[src/hdl/dtcs_pkg.sv]
// ----------------------------------------------------------------------------
// dtcs_pkg
// Types, codes and tables shared by the transfer controller sequencer.
// ----------------------------------------------------------------------------
package dtcs_pkg;

    localparam int NUM_SOURCES_DEF = 17;
    localparam int TABLE_SIZE      = 17;
    localparam int BUNDLE_MAX      = 4;
    localparam int BUNDLE_IDX_W    = $clog2(BUNDLE_MAX);
    localparam int QUEUE_DEPTH     = 2;

    localparam logic [5:0]  STALL_BASE = 6'd26;
    localparam logic [15:0] REG_MODE   = 16'd0;
    localparam logic [15:0] REG_SRC    = 16'd2;
    localparam logic [15:0] REG_DST    = 16'd4;
    localparam logic [15:0] REG_CNT    = 16'd6;

    typedef enum logic [1:0] {
        MODE_REQ     = 2'd0,
        MODE_SERVICE = 2'd1,
        MODE_REPLY   = 2'd2,
        MODE_NONE    = 2'd3
    } mode_t;

    typedef enum logic [3:0] {
        K_ACCEPT = 4'd0,
        K_REJECT = 4'd1,
        K_RD16   = 4'd2,
        K_RD8    = 4'd3,
        K_WR16   = 4'd4,
        K_WR8    = 4'd5,
        K_STALL  = 4'd6,
        K_CLEAR  = 4'd7,
        K_ACK    = 4'd8,
        K_RAISE  = 4'd9,
        K_BREAK  = 4'd10,
        K_DONE   = 4'd11
    } kind_t;

    typedef enum logic [3:0] {
        PH_IDLE = 4'd0,
        PH_PTR  = 4'd1,
        PH_MODE = 4'd2,
        PH_SRC  = 4'd3,
        PH_DST  = 4'd4,
        PH_CNT  = 4'd5,
        PH_DRD  = 4'd6,
        PH_DWR  = 4'd7,
        PH_WBS  = 4'd8,
        PH_WBD  = 4'd9,
        PH_WBC  = 4'd10
    } phase_t;

    typedef struct packed {
        logic [3:0]  kind;
        logic [15:0] address;
        logic [15:0] data;
        logic [4:0]  source;
        logic [7:0]  vector;
        logic [5:0]  stall;
    } result_t;

    // results caused by one request, res[0] goes out first
    typedef struct packed {
        result_t [BUNDLE_MAX-1:0] res;
        logic [BUNDLE_IDX_W:0]    count;
    } bundle_t;

    function automatic logic [7:0] table_addr(input logic [4:0] s);
        logic [7:0] a;
        case (s)
            5'd0:    a = 8'hC0;
            5'd1:    a = 8'hC8;
            5'd2:    a = 8'hCA;
            5'd3:    a = 8'hCC;
            5'd4:    a = 8'hD0;
            5'd5:    a = 8'hD2;
            5'd6:    a = 8'hD4;
            5'd7:    a = 8'hD8;
            5'd8:    a = 8'hDA;
            5'd9:    a = 8'hDC;
            5'd10:   a = 8'hE0;
            5'd11:   a = 8'hE2;
            5'd12:   a = 8'hEA;
            5'd13:   a = 8'hEC;
            5'd14:   a = 8'hF2;
            5'd15:   a = 8'hF4;
            5'd16:   a = 8'hF8;
            default: a = 8'h00;
        endcase
        return a;
    endfunction

    function automatic logic [2:0] region_wait_states(input logic [1:0] cls, input logic word);
        logic [2:0] st;
        case (cls)
            2'd0:    st = 3'd2;
            2'd1:    st = 3'd3;
            2'd2:    st = word ? 3'd4 : 3'd2;
            default: st = word ? 3'd6 : 3'd3;
        endcase
        return st;
    endfunction

    function automatic result_t make_result(input kind_t k, input logic [15:0] a,
                                            input logic [15:0] d, input logic [4:0] s,
                                            input logic [7:0] v, input logic [5:0] st);
        result_t r;
        r.kind    = k;
        r.address = a;
        r.data    = d;
        r.source  = s;
        r.vector  = v;
        r.stall   = st;
        return r;
    endfunction

endpackage

[src/hdl/data_transfer_controller_sequencer.sv]
// ----------------------------------------------------------------------------
// data_transfer_controller_sequencer
// Interrupt-triggered transfer controller acting as a bus master.
// ----------------------------------------------------------------------------
// Takes one request per cycle on the s_ side whenever the internal queue
// has room: transfer requests, a start-service request, or a bus reply to
// the last access issued. Each request yields zero to four results on the
// m_ side, one per cycle, the last marked with m_tlast; results run at one
// per cycle while m_tready is high. The sequencer updates its state in the
// cycle the request is taken; a two-entry queue of result bundles decouples
// it from the result stage, so the input stalls only when both entries are
// waiting. No clearing pass after reset. maximum_mode must be written on the
// cfg channel only while the block is idle; the block itself does not
// enforce this. The cfg channel is always ready.
module data_transfer_controller_sequencer #(
    parameter int NUM_SOURCES = dtcs_pkg::NUM_SOURCES_DEF
) (
    input  logic        aclk,
    input  logic        aresetn,
    // configuration write: maximum_mode
    input  logic        cfg_valid,
    output logic        cfg_ready,
    input  logic        cfg_data,
    // request channel
    input  logic        s_tvalid,
    output logic        s_tready,
    input  logic [31:0] s_tdata,  // source[4:0], vector[12:5], read_data[28:13], region[30:29]
    input  logic [1:0]  s_tuser,  // mode[1:0]
    // result channel
    output logic        m_tvalid,
    input  logic        m_tready,
    output logic [55:0] m_tdata,  // address[15:0], data[31:16], source_out[36:32],
                                  // vector_out[44:37], stall_cycles[50:45]
    output logic [3:0]  m_tuser,  // kind[3:0]
    output logic        m_tlast
);

    logic              in_fire;
    logic              push;
    dtcs_pkg::bundle_t push_bundle;
    dtcs_pkg::bundle_t head;
    logic              full;
    logic              empty;
    logic              pop;
    dtcs_pkg::result_t out_res;

    // config is always taken at once
    assign cfg_ready = 1'b1;

    // front takes a request whenever the queue can hold its results
    assign s_tready = !full;
    assign in_fire  = s_tvalid && s_tready;

    dtcs_front #(
        .NUM_SOURCES(NUM_SOURCES)
    ) u_front (
        .aclk        (aclk),
        .aresetn     (aresetn),
        .cfg_valid   (cfg_valid && cfg_ready),
        .cfg_data    (cfg_data),
        .in_fire     (in_fire),
        .in_mode     (s_tuser),
        .in_source   (s_tdata[4:0]),
        .in_vector   (s_tdata[12:5]),
        .in_read_data(s_tdata[28:13]),
        .in_region   (s_tdata[30:29]),
        .push        (push),
        .push_bundle (push_bundle)
    );

    dtcs_queue u_queue (
        .aclk       (aclk),
        .aresetn    (aresetn),
        .push       (push),
        .push_bundle(push_bundle),
        .pop        (pop),
        .head       (head),
        .full       (full),
        .empty      (empty)
    );

    dtcs_back u_back (
        .aclk     (aclk),
        .aresetn  (aresetn),
        .head     (head),
        .empty    (empty),
        .pop      (pop),
        .out_ready(m_tready),
        .out_valid(m_tvalid),
        .out_res  (out_res),
        .out_last (m_tlast)
    );

    // result packing
    assign m_tuser = out_res.kind;
    assign m_tdata = {5'd0, out_res.stall, out_res.vector, out_res.source,
                      out_res.data, out_res.address};

    // a drain-finished result always closes its request
    assert property (@(posedge aclk) disable iff (!aresetn)
        m_tvalid && m_tuser == dtcs_pkg::K_DONE |-> m_tlast)
        else $error("done result not marked last");

    // a rejection is the only result of its request
    assert property (@(posedge aclk) disable iff (!aresetn)
        m_tvalid && m_tuser == dtcs_pkg::K_REJECT |-> m_tlast)
        else $error("reject result not marked last");

    // never push into a full queue
    assert property (@(posedge aclk) disable iff (!aresetn)
        push |-> !full && in_fire)
        else $error("bundle pushed without an accepted request");

endmodule

[src/hdl/dtcs_front.sv]
// ----------------------------------------------------------------------------
// dtcs_front
// Request classification and transfer sequencer; emits one result bundle per request that yields results.
// ----------------------------------------------------------------------------
module dtcs_front #(
    parameter int NUM_SOURCES = dtcs_pkg::NUM_SOURCES_DEF
) (
    input  logic             aclk,
    input  logic             aresetn,
    input  logic             cfg_valid,
    input  logic             cfg_data,
    input  logic             in_fire,
    input  logic [1:0]       in_mode,
    input  logic [4:0]       in_source,
    input  logic [7:0]       in_vector,
    input  logic [15:0]      in_read_data,
    input  logic [1:0]       in_region,
    output logic             push,
    output dtcs_pkg::bundle_t push_bundle
);

    localparam int SRC_W = $clog2(NUM_SOURCES);

    dtcs_pkg::phase_t phase_reg, phase_next;
    logic [NUM_SOURCES-1:0] pend_reg, pend_next;
    logic [7:0]  vec_store [NUM_SOURCES];
    logic        vec_we;
    logic        tbl_dbl_reg;
    logic [4:0]  cur_reg, cur_next;
    logic [15:0] tab_reg, tab_next;
    logic [2:0]  mb_reg, mb_next;
    logic [15:0] sp_reg, sp_next;
    logic [15:0] dp_reg, dp_next;
    logic [15:0] cnt_reg, cnt_next;
    logic [15:0] moved_reg, moved_next;
    logic [5:0]  tot_reg, tot_next;

    logic [SRC_W-1:0] first;
    logic        req_ok;
    logic        word;
    logic [15:0] step;
    logic [15:0] va;
    logic [7:0]  tbl;
    logic [2:0]  acc;

    always_comb begin
        first = '0;
        for (int i = NUM_SOURCES - 1; i >= 0; i--) begin
            if (pend_reg[i]) first = SRC_W'(i);
        end
    end

    assign req_ok = (32'(in_source) < NUM_SOURCES) && (dtcs_pkg::table_addr(in_source) != 8'd0);
    assign word   = mb_reg[2];
    assign step   = word ? 16'd2 : 16'd1;
    assign tbl    = dtcs_pkg::table_addr(5'(first));
    assign va     = tbl_dbl_reg ? ({7'd0, tbl, 1'b0} + 16'd2) : {8'd0, tbl};
    assign acc    = dtcs_pkg::region_wait_states(in_region, word);

    always_comb begin
        logic [dtcs_pkg::BUNDLE_IDX_W:0] n;
        logic do_start;
        logic [5:0] t;
        n = '0;
        do_start = 1'b0;
        t = '0;
        push_bundle = '0;
        phase_next = phase_reg;
        pend_next = pend_reg;
        vec_we = 1'b0;
        cur_next = cur_reg;
        tab_next = tab_reg;
        mb_next = mb_reg;
        sp_next = sp_reg;
        dp_next = dp_reg;
        cnt_next = cnt_reg;
        moved_next = moved_reg;
        tot_next = tot_reg;
        if (in_fire) begin
            unique case (dtcs_pkg::mode_t'(in_mode))
                dtcs_pkg::MODE_REQ: begin
                    if (!req_ok) begin
                        push_bundle.res[n[dtcs_pkg::BUNDLE_IDX_W-1:0]] = dtcs_pkg::make_result(
                            dtcs_pkg::K_REJECT, '0, '0, in_source, '0, '0);
                        n = n + 1'b1;
                    end else begin
                        pend_next[in_source[SRC_W-1:0]] = 1'b1;
                        vec_we = 1'b1;
                        push_bundle.res[n[dtcs_pkg::BUNDLE_IDX_W-1:0]] = dtcs_pkg::make_result(
                            dtcs_pkg::K_ACCEPT, '0, '0, in_source, '0, '0);
                        n = n + 1'b1;
                        push_bundle.res[n[dtcs_pkg::BUNDLE_IDX_W-1:0]] = dtcs_pkg::make_result(
                            dtcs_pkg::K_BREAK, '0, '0, in_source, '0, '0);
                        n = n + 1'b1;
                    end
                end
                dtcs_pkg::MODE_SERVICE: begin
                    if (phase_reg == dtcs_pkg::PH_IDLE) do_start = 1'b1;
                end
                dtcs_pkg::MODE_REPLY: begin
                    unique case (phase_reg)
                        dtcs_pkg::PH_PTR: begin
                            tab_next = in_read_data;
                            push_bundle.res[0] = dtcs_pkg::make_result(dtcs_pkg::K_RD16,
                                in_read_data + dtcs_pkg::REG_MODE, '0, cur_reg, '0, '0);
                            n = n + 1'b1;
                            phase_next = dtcs_pkg::PH_MODE;
                        end
                        dtcs_pkg::PH_MODE: begin
                            mb_next = in_read_data[15:13];
                            push_bundle.res[0] = dtcs_pkg::make_result(dtcs_pkg::K_RD16,
                                tab_reg + dtcs_pkg::REG_SRC, '0, cur_reg, '0, '0);
                            n = n + 1'b1;
                            phase_next = dtcs_pkg::PH_SRC;
                        end
                        dtcs_pkg::PH_SRC: begin
                            sp_next = in_read_data;
                            push_bundle.res[0] = dtcs_pkg::make_result(dtcs_pkg::K_RD16,
                                tab_reg + dtcs_pkg::REG_DST, '0, cur_reg, '0, '0);
                            n = n + 1'b1;
                            phase_next = dtcs_pkg::PH_DST;
                        end
                        dtcs_pkg::PH_DST: begin
                            dp_next = in_read_data;
                            push_bundle.res[0] = dtcs_pkg::make_result(dtcs_pkg::K_RD16,
                                tab_reg + dtcs_pkg::REG_CNT, '0, cur_reg, '0, '0);
                            n = n + 1'b1;
                            phase_next = dtcs_pkg::PH_CNT;
                        end
                        dtcs_pkg::PH_CNT: begin
                            cnt_next = in_read_data;
                            push_bundle.res[0] = dtcs_pkg::make_result(
                                word ? dtcs_pkg::K_RD16 : dtcs_pkg::K_RD8,
                                sp_reg, '0, cur_reg, '0, '0);
                            n = n + 1'b1;
                            phase_next = dtcs_pkg::PH_DRD;
                        end
                        dtcs_pkg::PH_DRD: begin
                            moved_next = word ? in_read_data : {8'd0, in_read_data[7:0]};
                            tot_next = dtcs_pkg::STALL_BASE + {3'd0, acc};
                            push_bundle.res[0] = dtcs_pkg::make_result(
                                word ? dtcs_pkg::K_WR16 : dtcs_pkg::K_WR8,
                                dp_reg, moved_next, cur_reg, '0, '0);
                            n = n + 1'b1;
                            phase_next = dtcs_pkg::PH_DWR;
                        end
                        dtcs_pkg::PH_DWR: begin
                            t = tot_reg + {3'd0, acc} + (mb_reg[1] ? 6'd2 : 6'd0)
                                + (mb_reg[0] ? 6'd2 : 6'd0);
                            tot_next = t;
                            if (mb_reg[1]) sp_next = sp_reg + step;
                            if (mb_reg[0]) dp_next = dp_reg + step;
                            cnt_next = cnt_reg - 16'd1;
                            if (mb_reg[1]) begin
                                push_bundle.res[0] = dtcs_pkg::make_result(dtcs_pkg::K_WR16,
                                    tab_reg + dtcs_pkg::REG_SRC, sp_next, cur_reg, '0, '0);
                                phase_next = dtcs_pkg::PH_WBS;
                            end else if (mb_reg[0]) begin
                                push_bundle.res[0] = dtcs_pkg::make_result(dtcs_pkg::K_WR16,
                                    tab_reg + dtcs_pkg::REG_DST, dp_next, cur_reg, '0, '0);
                                phase_next = dtcs_pkg::PH_WBD;
                            end else begin
                                push_bundle.res[0] = dtcs_pkg::make_result(dtcs_pkg::K_WR16,
                                    tab_reg + dtcs_pkg::REG_CNT, cnt_next, cur_reg, '0, '0);
                                phase_next = dtcs_pkg::PH_WBC;
                            end
                            n = n + 1'b1;
                        end
                        dtcs_pkg::PH_WBS: begin
                            if (mb_reg[0]) begin
                                push_bundle.res[0] = dtcs_pkg::make_result(dtcs_pkg::K_WR16,
                                    tab_reg + dtcs_pkg::REG_DST, dp_reg, cur_reg, '0, '0);
                                phase_next = dtcs_pkg::PH_WBD;
                            end else begin
                                push_bundle.res[0] = dtcs_pkg::make_result(dtcs_pkg::K_WR16,
                                    tab_reg + dtcs_pkg::REG_CNT, cnt_reg, cur_reg, '0, '0);
                                phase_next = dtcs_pkg::PH_WBC;
                            end
                            n = n + 1'b1;
                        end
                        dtcs_pkg::PH_WBD: begin
                            push_bundle.res[0] = dtcs_pkg::make_result(dtcs_pkg::K_WR16,
                                tab_reg + dtcs_pkg::REG_CNT, cnt_reg, cur_reg, '0, '0);
                            n = n + 1'b1;
                            phase_next = dtcs_pkg::PH_WBC;
                        end
                        dtcs_pkg::PH_WBC: begin
                            push_bundle.res[n[dtcs_pkg::BUNDLE_IDX_W-1:0]] =
                                dtcs_pkg::make_result(dtcs_pkg::K_STALL, '0, '0, cur_reg,
                                                      '0, tot_reg);
                            n = n + 1'b1;
                            if (cur_reg >= 5'd1 && cur_reg <= 5'd3) begin
                                push_bundle.res[n[dtcs_pkg::BUNDLE_IDX_W-1:0]] =
                                    dtcs_pkg::make_result(dtcs_pkg::K_ACK, '0, '0, cur_reg,
                                        vec_store[cur_reg[SRC_W-1:0]], '0);
                            end else begin
                                push_bundle.res[n[dtcs_pkg::BUNDLE_IDX_W-1:0]] =
                                    dtcs_pkg::make_result(dtcs_pkg::K_CLEAR, '0, moved_reg,
                                                          cur_reg, '0, '0);
                            end
                            n = n + 1'b1;
                            if (cnt_reg == 16'd0) begin
                                push_bundle.res[n[dtcs_pkg::BUNDLE_IDX_W-1:0]] =
                                    dtcs_pkg::make_result(dtcs_pkg::K_RAISE, '0, '0, cur_reg,
                                                          '0, '0);
                                n = n + 1'b1;
                            end
                            do_start = 1'b1;
                        end
                        default: ;
                    endcase
                end
                default: ;
            endcase
            // pick the lowest pending source, or report the drain finished
            if (do_start) begin
                if (pend_reg == '0) begin
                    phase_next = dtcs_pkg::PH_IDLE;
                    push_bundle.res[n[dtcs_pkg::BUNDLE_IDX_W-1:0]] = dtcs_pkg::make_result(
                        dtcs_pkg::K_DONE, '0, '0, '0, '0, '0);
                end else begin
                    pend_next[first] = 1'b0;
                    cur_next = 5'(first);
                    phase_next = dtcs_pkg::PH_PTR;
                    push_bundle.res[n[dtcs_pkg::BUNDLE_IDX_W-1:0]] = dtcs_pkg::make_result(
                        dtcs_pkg::K_RD16, va, '0, 5'(first), '0, '0);
                end
                n = n + 1'b1;
            end
        end
        push_bundle.count = n;
        push = in_fire && (n != '0);
    end

    always_ff @(posedge aclk) begin
        if (!aresetn) begin
            phase_reg    <= dtcs_pkg::PH_IDLE;
            pend_reg     <= '0;
            tbl_dbl_reg  <= 1'b0;
            cur_reg      <= '0;
            tab_reg      <= '0;
            mb_reg       <= '0;
            sp_reg       <= '0;
            dp_reg       <= '0;
            cnt_reg      <= '0;
            moved_reg    <= '0;
            tot_reg      <= '0;
        end else begin
            phase_reg <= phase_next;
            pend_reg  <= pend_next;
            if (cfg_valid) tbl_dbl_reg <= cfg_data;
            cur_reg   <= cur_next;
            tab_reg   <= tab_next;
            mb_reg    <= mb_next;
            sp_reg    <= sp_next;
            dp_reg    <= dp_next;
            cnt_reg   <= cnt_next;
            moved_reg <= moved_next;
            tot_reg   <= tot_next;
        end
    end

    // vector store, written only by accepted requests
    always_ff @(posedge aclk) begin
        if (vec_we) vec_store[in_source[SRC_W-1:0]] <= in_vector;
    end

    assert property (@(posedge aclk) disable iff (!aresetn)
        in_fire && in_mode == dtcs_pkg::MODE_REQ && req_ok
        |=> pend_reg[$past(in_source[SRC_W-1:0])])
        else $error("accepted request did not leave its pending bit set");

endmodule

[src/hdl/dtcs_queue.sv]
// ----------------------------------------------------------------------------
// dtcs_queue
// Short queue of result bundles between sequencer and result stage.
// ----------------------------------------------------------------------------
module dtcs_queue (
    input  logic              aclk,
    input  logic              aresetn,
    input  logic              push,
    input  dtcs_pkg::bundle_t push_bundle,
    input  logic              pop,
    output dtcs_pkg::bundle_t head,
    output logic              full,
    output logic              empty
);

    localparam int PTR_W = $clog2(dtcs_pkg::QUEUE_DEPTH);

    dtcs_pkg::bundle_t store [dtcs_pkg::QUEUE_DEPTH];
    logic [PTR_W-1:0] wr_reg, rd_reg;
    logic [PTR_W:0]   cnt_reg;

    assign full  = (cnt_reg == (PTR_W+1)'(dtcs_pkg::QUEUE_DEPTH));
    assign empty = (cnt_reg == '0);
    assign head  = store[rd_reg];

    always_ff @(posedge aclk) begin
        if (push) store[wr_reg] <= push_bundle;
    end

    always_ff @(posedge aclk) begin
        if (!aresetn) begin
            wr_reg  <= '0;
            rd_reg  <= '0;
            cnt_reg <= '0;
        end else begin
            if (push) wr_reg <= wr_reg + 1'b1;
            if (pop)  rd_reg <= rd_reg + 1'b1;
            cnt_reg <= cnt_reg + (push ? 1'b1 : 1'b0) - (pop ? 1'b1 : 1'b0);
        end
    end

endmodule

[src/hdl/dtcs_back.sv]
// ----------------------------------------------------------------------------
// dtcs_back
// Result stage: plays out each bundle one result per cycle, while out_ready allows, into an output register.
// ----------------------------------------------------------------------------
module dtcs_back (
    input  logic              aclk,
    input  logic              aresetn,
    input  dtcs_pkg::bundle_t head,
    input  logic              empty,
    output logic              pop,
    input  logic              out_ready,
    output logic              out_valid,
    output dtcs_pkg::result_t out_res,
    output logic              out_last
);

    logic [dtcs_pkg::BUNDLE_IDX_W-1:0] idx_reg;
    logic                              valid_reg;
    dtcs_pkg::result_t                 res_reg;
    logic                              last_reg;
    logic                              load;
    logic                              is_last;

    assign load    = !valid_reg || out_ready;
    assign is_last = ({1'b0, idx_reg} + 1'b1) == head.count;
    assign pop     = load && !empty && is_last;

    always_ff @(posedge aclk) begin
        if (!aresetn) begin
            valid_reg <= 1'b0;
            idx_reg   <= '0;
        end else if (load) begin
            valid_reg <= !empty;
            if (!empty) idx_reg <= is_last ? '0 : idx_reg + 1'b1;
        end
    end

    always_ff @(posedge aclk) begin
        if (load && !empty) begin
            res_reg  <= head.res[idx_reg];
            last_reg <= is_last;
        end
    end

    assign out_valid = valid_reg;
    assign out_res   = res_reg;
    assign out_last  = last_reg;

endmodule

[config.mk]
export PLATFORM = sky130hd
export DESIGN_NAME = data_transfer_controller_sequencer
export DESIGN_NICKNAME = d
export VERILOG_FILES = /design/src/hdl/dtcs_pkg.sv /design/src/hdl/data_transfer_controller_sequencer.sv /design/src/hdl/dtcs_front.sv /design/src/hdl/dtcs_queue.sv /design/src/hdl/dtcs_back.sv
export SDC_FILE = /design/constraint.sdc
export NUM_CORES = 1
export LEC_CHECK = 0
export BUFFER_PORTS_ARGS = -buffer_cell sky130_fd_sc_hd__buf_2
export CAP_MARGIN = 20
export CORE_MARGIN = 5
export CORE_UTILIZATION = 58
export CTS_CLUSTER_DIAMETER = 150
export DETAILED_ROUTE_END_ITERATION = 10
export PLACE_DENSITY = 0.8
export SLEW_MARGIN = 30
export SYNTH_ARGS = -nofsm -noshare
export SYNTH_HDL_FRONTEND = slang
export SYNTH_HIERARCHICAL = 1
export SYNTH_SLANG_ARGS = --single-unit
[constraint.sdc]
create_clock -name aclk -period 12.8 [get_ports aclk]
set_input_delay 1.28 -clock aclk [delete_from_list [all_inputs] [get_ports aclk]]
set_output_delay 1.28 -clock aclk [all_outputs]
set_load 0.1 [all_outputs]
# After elaboration in Yosys (flattened, before gate mapping)
# Memories as Yosys holds them, arrays and structs flattened. A register that Yosys moved wholly into a read port is not among the register bits.
# Index checks and enable logic that the tools add are counted.
# word_totals
register_bits	179
latch_bits	0
ramBits	582
rom_bits	448
out_inout_bits	64
word_cells	211
mem_count	4
# mem_list
name	words	width	read_ports	rd_ports_with_merged_regs	wr	line_no	text
u_queue.store	2	223	1	1	1	dtcs_queue.sv:18	dtcs_pkg::bundle_t store [dtcs_pkg::QUEUE_DEPTH];
(no name shown)	32	7	1	0	0	dtcs_pkg.sv:72	case (s)
(no name shown)	32	7	1	0	0	dtcs_pkg.sv:72	
u_front.vec_store	17	8	1	1	1	dtcs_front.sv:26	logic [7:0] vec_store [NUM_SOURCES];
# classes
n_addsub	18
n_mul	0
div	0
magnitude_cmp	10
eq_ne	16
shift	0
muxes	94
bitwise	8
reduce_logical	38
# ops
cell	count
$mux W220	3
$pmux W55 S10	1
$mux W55	8
$bwmux W220	1
$mux W110	2
$pmux W110 S2	1
$and A156 B208 Y208	1
$not A208 Y208	1
$bmux W55 S2	1
$demux W55 S2	1
$mux W51	2
$pmux W16 S2	3
$mux W5	19
$mux W17	5
$mux W16	4
$mux W52	1
$pmux W4 S9	1
$add A16 B16 Y16	2
$add A16 B3 Y16 const B	2
$reduce_and A3 Y1	9
$mux W1	20
$and A17 B17 Y17	1
$logic_not A17 Y1	1
$not A17 Y17	1
other kinds (48)	93

# Depth between registers and ports, before layout
# depth
ltp_word	25
ltp_mapped	15
ltp_nobuf	14

# Hierarchy
# Netlist, hierarchy kept.
# modules_own_cells
mod	n_inst	cells_per_inst	area_per_inst_um2	seq_area_each_um2
dtcs_queue	1	715	17017.6	13492.9
dtcs_front	1	1754	16099.2	6506.2
dtcs_back	1	145	3219.3	1741.7
data_transfer_controller_sequencer	1	10	62.6	0.0

# Least setup slack after synthesis
# OpenSTA, ideal clock, no wires.
# synth_path
kind	input to register
startpoint	input s_tdata[1]
endpoint	register u_queue.wr_reg
setup_ns	0.104
arrival_ns	13.838
required_time_ns	12.696
path_slack_ns	-1.142
path_stages	11
path_buffers	0
path_cell_list	inv_1 > ha_1 > nor4b_1 > nand2_1 > a311oi_1 > ha_1 > nand3b_1 > o21ai_0 > a21oi_1 > nor2b_1 > o21a_1
# synth_via
elab_chain_cells	11
elab_cells_between_ends	12
classes_between	1 x add/sub; 1 x order compare; 5 x mux; 4 x reduce/logical; 1 x memory
# synth_lines
item	line_no	text
start: declaration	data_transfer_controller_sequencer.sv:27	input logic [31:0] s_tdata,
$mem_v2 Z32 W7	n/a	
$reduce_bool A8 Y1	dtcs_front.sv:53	assign req_ok = (32'(in_source) < NUM_SOURCES) && (dtcs_pkg::table_addr(in_source) != 8'd0);
$logic_and A1 B1 Y1 *	dtcs_front.sv:53	
$mux W2 *	dtcs_front.sv:82	if (!req_ok) begin
$pmux W3 S2 *	dtcs_front.sv:80	unique case (dtcs_pkg::mode_t'(in_mode))
$mux W3 *	dtcs_front.sv:79	if (in_fire) begin
$add A3 B1 Y3	dtcs_front.sv:228	n = n + 1'b1;
$mux W3 *	dtcs_front.sv:216	if (do_start) begin
$mux W3 *	dtcs_front.sv:79	
$reduce_bool A3 Y1 *	dtcs_front.sv:232	push = in_fire && (n != '0);
$logic_and A1 B1 Y1 *	dtcs_front.sv:232	
net push	data_transfer_controller_sequencer.sv:39	logic push;
end signal: assignment	dtcs_queue.sv:36	if (push) wr_reg <= wr_reg + 1'b1;
end: declaration	dtcs_queue.sv:19	logic [PTR_W-1:0] wr_reg, rd_reg;
# The timed path passes the listed nets; every way through them passes the cells marked *. The select of a mux whose other input is x is not followed.
# A chain may end at the register's enable or synchronous reset.

# Worst setup path after layout
# layout_path
startpoint	input s_tuser[0]
endpoint	memory u_queue/store[0][79] (netlist bit), enable pin
# layout_via
elab_chain_cells	10
elab_cells_between_ends	14
classes_between	1 x add/sub; 2 x eq/ne; 8 x mux; 3 x reduce/logical
# layout_lines
item	line_no	text
start: declaration	data_transfer_controller_sequencer.sv:28	input logic [1:0] s_tuser,
$eq A2 B2 Y1 / $logic_not A2 Y1 (equally long branches)	dtcs_front.sv:80	
$pmux W3 S2	dtcs_front.sv:80	
$mux W3	dtcs_front.sv:79	
$add A3 B1 Y3	dtcs_front.sv:228	
$mux W3 *	dtcs_front.sv:216	
$mux W3 *	dtcs_front.sv:79	
$reduce_bool A3 Y1 *	dtcs_front.sv:232	
$logic_and A1 B1 Y1 *	dtcs_front.sv:232	
net push	data_transfer_controller_sequencer.sv:39	
$mux W1 *	dtcs_queue.sv:27	if (push) store[wr_reg] <= push_bundle;
$mux W1 (implied by the code) *	dtcs_queue.sv:27	
end: declaration	dtcs_queue.sv:18	
# Marked as above.

==> impl_metrics.ini <==
[run_status]
status = complete, no violations

[layout]
largest_reg_flops = 446
largest_register = u_queue/store
nNetsFinal = 2740
register_area_mm2 = 0.0218
nFillCells = 4361
drive_gt1_frac = 0.224
final_core_util = 0.638
multi_input_comb_area_mm2 = 0.0133
final_common_cell = edfxtp_1
mostFrequentLayoutCells = edfxtp_1, nand2_1, mux2_4
area_growth_pct = 8.57
instances_no_fill = 3563

[floorplan]
rows = 91
die_area_mm2 = 0.0679
die_height_um = 261
boundaryPins = 104
start_util = 0.588
die_w_um = 261
core_mm2 = 0.0619

[synth]
yosysSeqAreaShare = 0.597
netlist-cell-type-count = 80
synth_edf_count = 638
synth.area.mux_share = 0.151
syn-cell-area_mm2 = 0.0364
synth_flop_cell = edfxtp_1
synth-xor-area-share = 0.0148
syn_inst = 2624
synthArstFlopShare = 0
avgSynthCellArea_um2 = 13.9
synth_warnings = 6
synthSimpleGateAreaFrac = 0.0801
synth_adder_area_share = 0.0142
synth_compound_area_frac = 0.0913
synth_seq_cells = 767
synth_top_family_by_area = multiplexers

[worst_hold_path]
hold_end = u_front/moved_reg[4]$_SDFFE_PN0P_
hold_path_class = register to register
holdPathStages = 2
holdCritStartpoint = u_front/moved_reg[4]$_SDFFE_PN0P_

[timing]
worstMarginPinSlew_ns = 1.02
drv_slew = 0
period_share = 0.483
skew_ns = 0.0216
setup_slack_ns = 6.61
hold_violations = 0
maxSlewHeadroom = 0.317
max_freq_ghz = 0.162
finalSetupViolations = 0
rsz0062_at_grt = no
setup_tns_ns = 0
min_period_ns = 6.19

[critical_path]
cp-start-kind = input pin
r2r_start = u_front/cnt_reg[6]$_SDFFE_PN0P_
path_cells = buf_2, inv_1, ha_1, nand3_1, nor4_1, a311oi_1, inv_1, ha_1, nand3b_1, o21ai_0, a21oi_1, nor2b_4, buf_6, buf_4
critical_path.max_stage_delay_ns = 0.81
critPathMaxFanout = 79
r2r_end = u_queue/store[0][79]$_DFFE_PP_
crit_type = input pin to register
regToRegSetupSlack_ns = 6.66
critPathSlowestCell = buf_4
r2r_cells = 12
endpoint_kind = register
path_delay_family = buffers and inverters
crit_buf_inv = 5
worstPathRequired_ns = 13.04
arrival_ns = 6.43

[grt]
grt_use_total = 0.249
grt_max_degree = 89
grt_pass1_wl_mm = 131
grt_pass1_vias = 21900
grt_antenna_before_repair = 7
grt_overflow_total = 0

[cts]
worstSkewPairLatency_ns = 0.63
postCtsHoldBufs = 0
cts_resized = 0
cts.clk_slew.worst_paths_ns = 0.06
cts_inserted_buffers = 77
post_cts_buffers = 0
clk_path_buf_depth = 3
cts_root_buf = clkbuf_16
ctsHtreeMaxLevel = 3
cts.sinks = 767
cts_tree = yes

[power]
p_switching_mw = 1.69
power_frac_seq = 0.476
cellPowerDensity_mw_per_mm2 = 156
leakage_nw = 13.4
power_frac_clock = 0.360
power_frac_comb = 0.164
swShare = 0.274
p_int_mw = 4.47
ir_drop_uv = 128

[route]
wl_per_cell_um = 24.0
remaining_drc_errors = 0
drt-total-wl_mm = 85.5
drtIter0Drc = 2697
vias = 22300
drt-vias-per-instance = 6.26
firstDrtPassIters = 6
ant_nets = 0

[placement]
dpl_worst_slack_ns = 6.09
post-dp-hpwl_mm = 54.9
gp_congestion = 0.959
place.port_buffers = 96
place_inst = 3418

[job]
cap_violations = 0
## worst min-delay path, cell delays in order (launching register included)
cell and delay [ns]:
dfxtp_1 0.30, nand2_1 0.04, a21boi_0 0.06
## layout make-up
cell class              instances  area share
clock inverters                39     0.00918
inverters                      48     0.00456
flip-flops and latches        767       0.550
repair buffers                129      0.0188
multi-input cells            1638       0.336
well taps                     837      0.0265
clock buffers                 101      0.0542
diodes                          4    0.000253
## power groups by stage
| stage | logic [mW] | clock network (mW) | registers, mW |
|---|---|---|---|
| final | 1.01 | 2.21 | 2.93 |
| after floorplan | 0.525 | 0 | 3.32 |
| after global routing | 1.06 | 2.37 | 2.94 |
| after CTS | 1.01 | 2.26 | 2.93 |
| after global placement | 0.989 | 0 | 2.98 |
| after detailed placement | 1.01 | 0 | 2.98 |
## cells by family (layout without fill, tap and decap cells)
logic type               count (synthesis)  in the layout
AND/OR/NAND/NOR                        610            610
flip-flops                             767            767
adder cells (fa/ha/maj)                 39             39
multiplexers                           337            337
buffers and inverters                  322            317
other                                    3            110
XOR/XNOR                                60             60
AO/OA/AOI/OAI                          486            486
## layer usage
layer | global-route usage | wire length, µm | vias up
li1 | - | - | 9868
met1 | 0.360 | 34900 | 11100
met2 | 0.382 | 39100 | 1194
met3 | 0.0587 | 9010 | 178
met4 | 0.0731 | 2420 | 4
met5 | 0 | 21 | -
## synthesized netlist by cell type, drive strengths merged, types with 16 or more instances
cell	instances	share of area
a31oi	25	0.0043
and2	40	0.0069
a222oi	18	0.0049
edfxtp	638	0.53
buf	170	0.036
nor2b	39	0.0067
mux2i	19	0.0052
dfxtp	129	0.071
a21oi	98	0.013
o21ai	85	0.012
mux4	95	0.059
xor2	28	0.0067
clkbuf	104	0.011
nor2	148	0.015
mux2	223	0.087
nand2	187	0.019
nand3	47	0.0065
nor3	45	0.0062
ha	35	0.012
nand4	16	0.0028
inv	47	0.0048
nor4	20	0.0036
a21boi	53	0.011
o22ai	20	0.0034
o31ai	17	0.0036
xnor2	31	0.0075
a22oi	33	0.0069
## stage by stage
step           total power [mW]  hold WS, ns  area [µm²]
3_3_place_gp               3.96        0.447       36900
2_1_floorplan              3.85        0.436       36800
5_1_grt                    6.37        0.481       39500
3_5_place_dp               3.99        0.454       37000
4_1_cts                    6.20        0.462       39500
6_report                   6.15        0.460       39500
## worst max-delay path by stage
| stage | startpoint | end | depth (start not counted) |
|---|---|---|---|
| after floorplan | s_tdata[1] | u_queue/store[0][0]$_DFFE_PP_ | 10 |
| after global placement | s_tuser[0] | u_queue/store[0][153]$_DFFE_PP_ | 13 |
| after detailed placement | s_tuser[0] | u_queue/store[1][176]$_DFFE_PP_ | 14 |
| after CTS | s_tuser[0] | u_queue/store[1][121]$_DFFE_PP_ | 14 |
| after global routing | u_front/cnt_reg[6]$_SDFFE_PN0P_ | u_queue/store[0][79]$_DFFE_PP_ | 12 |
| final | s_tuser[0] | u_queue/store[0][79]$_DFFE_PP_ | 14 |
(Power assumes the default switching activity.)
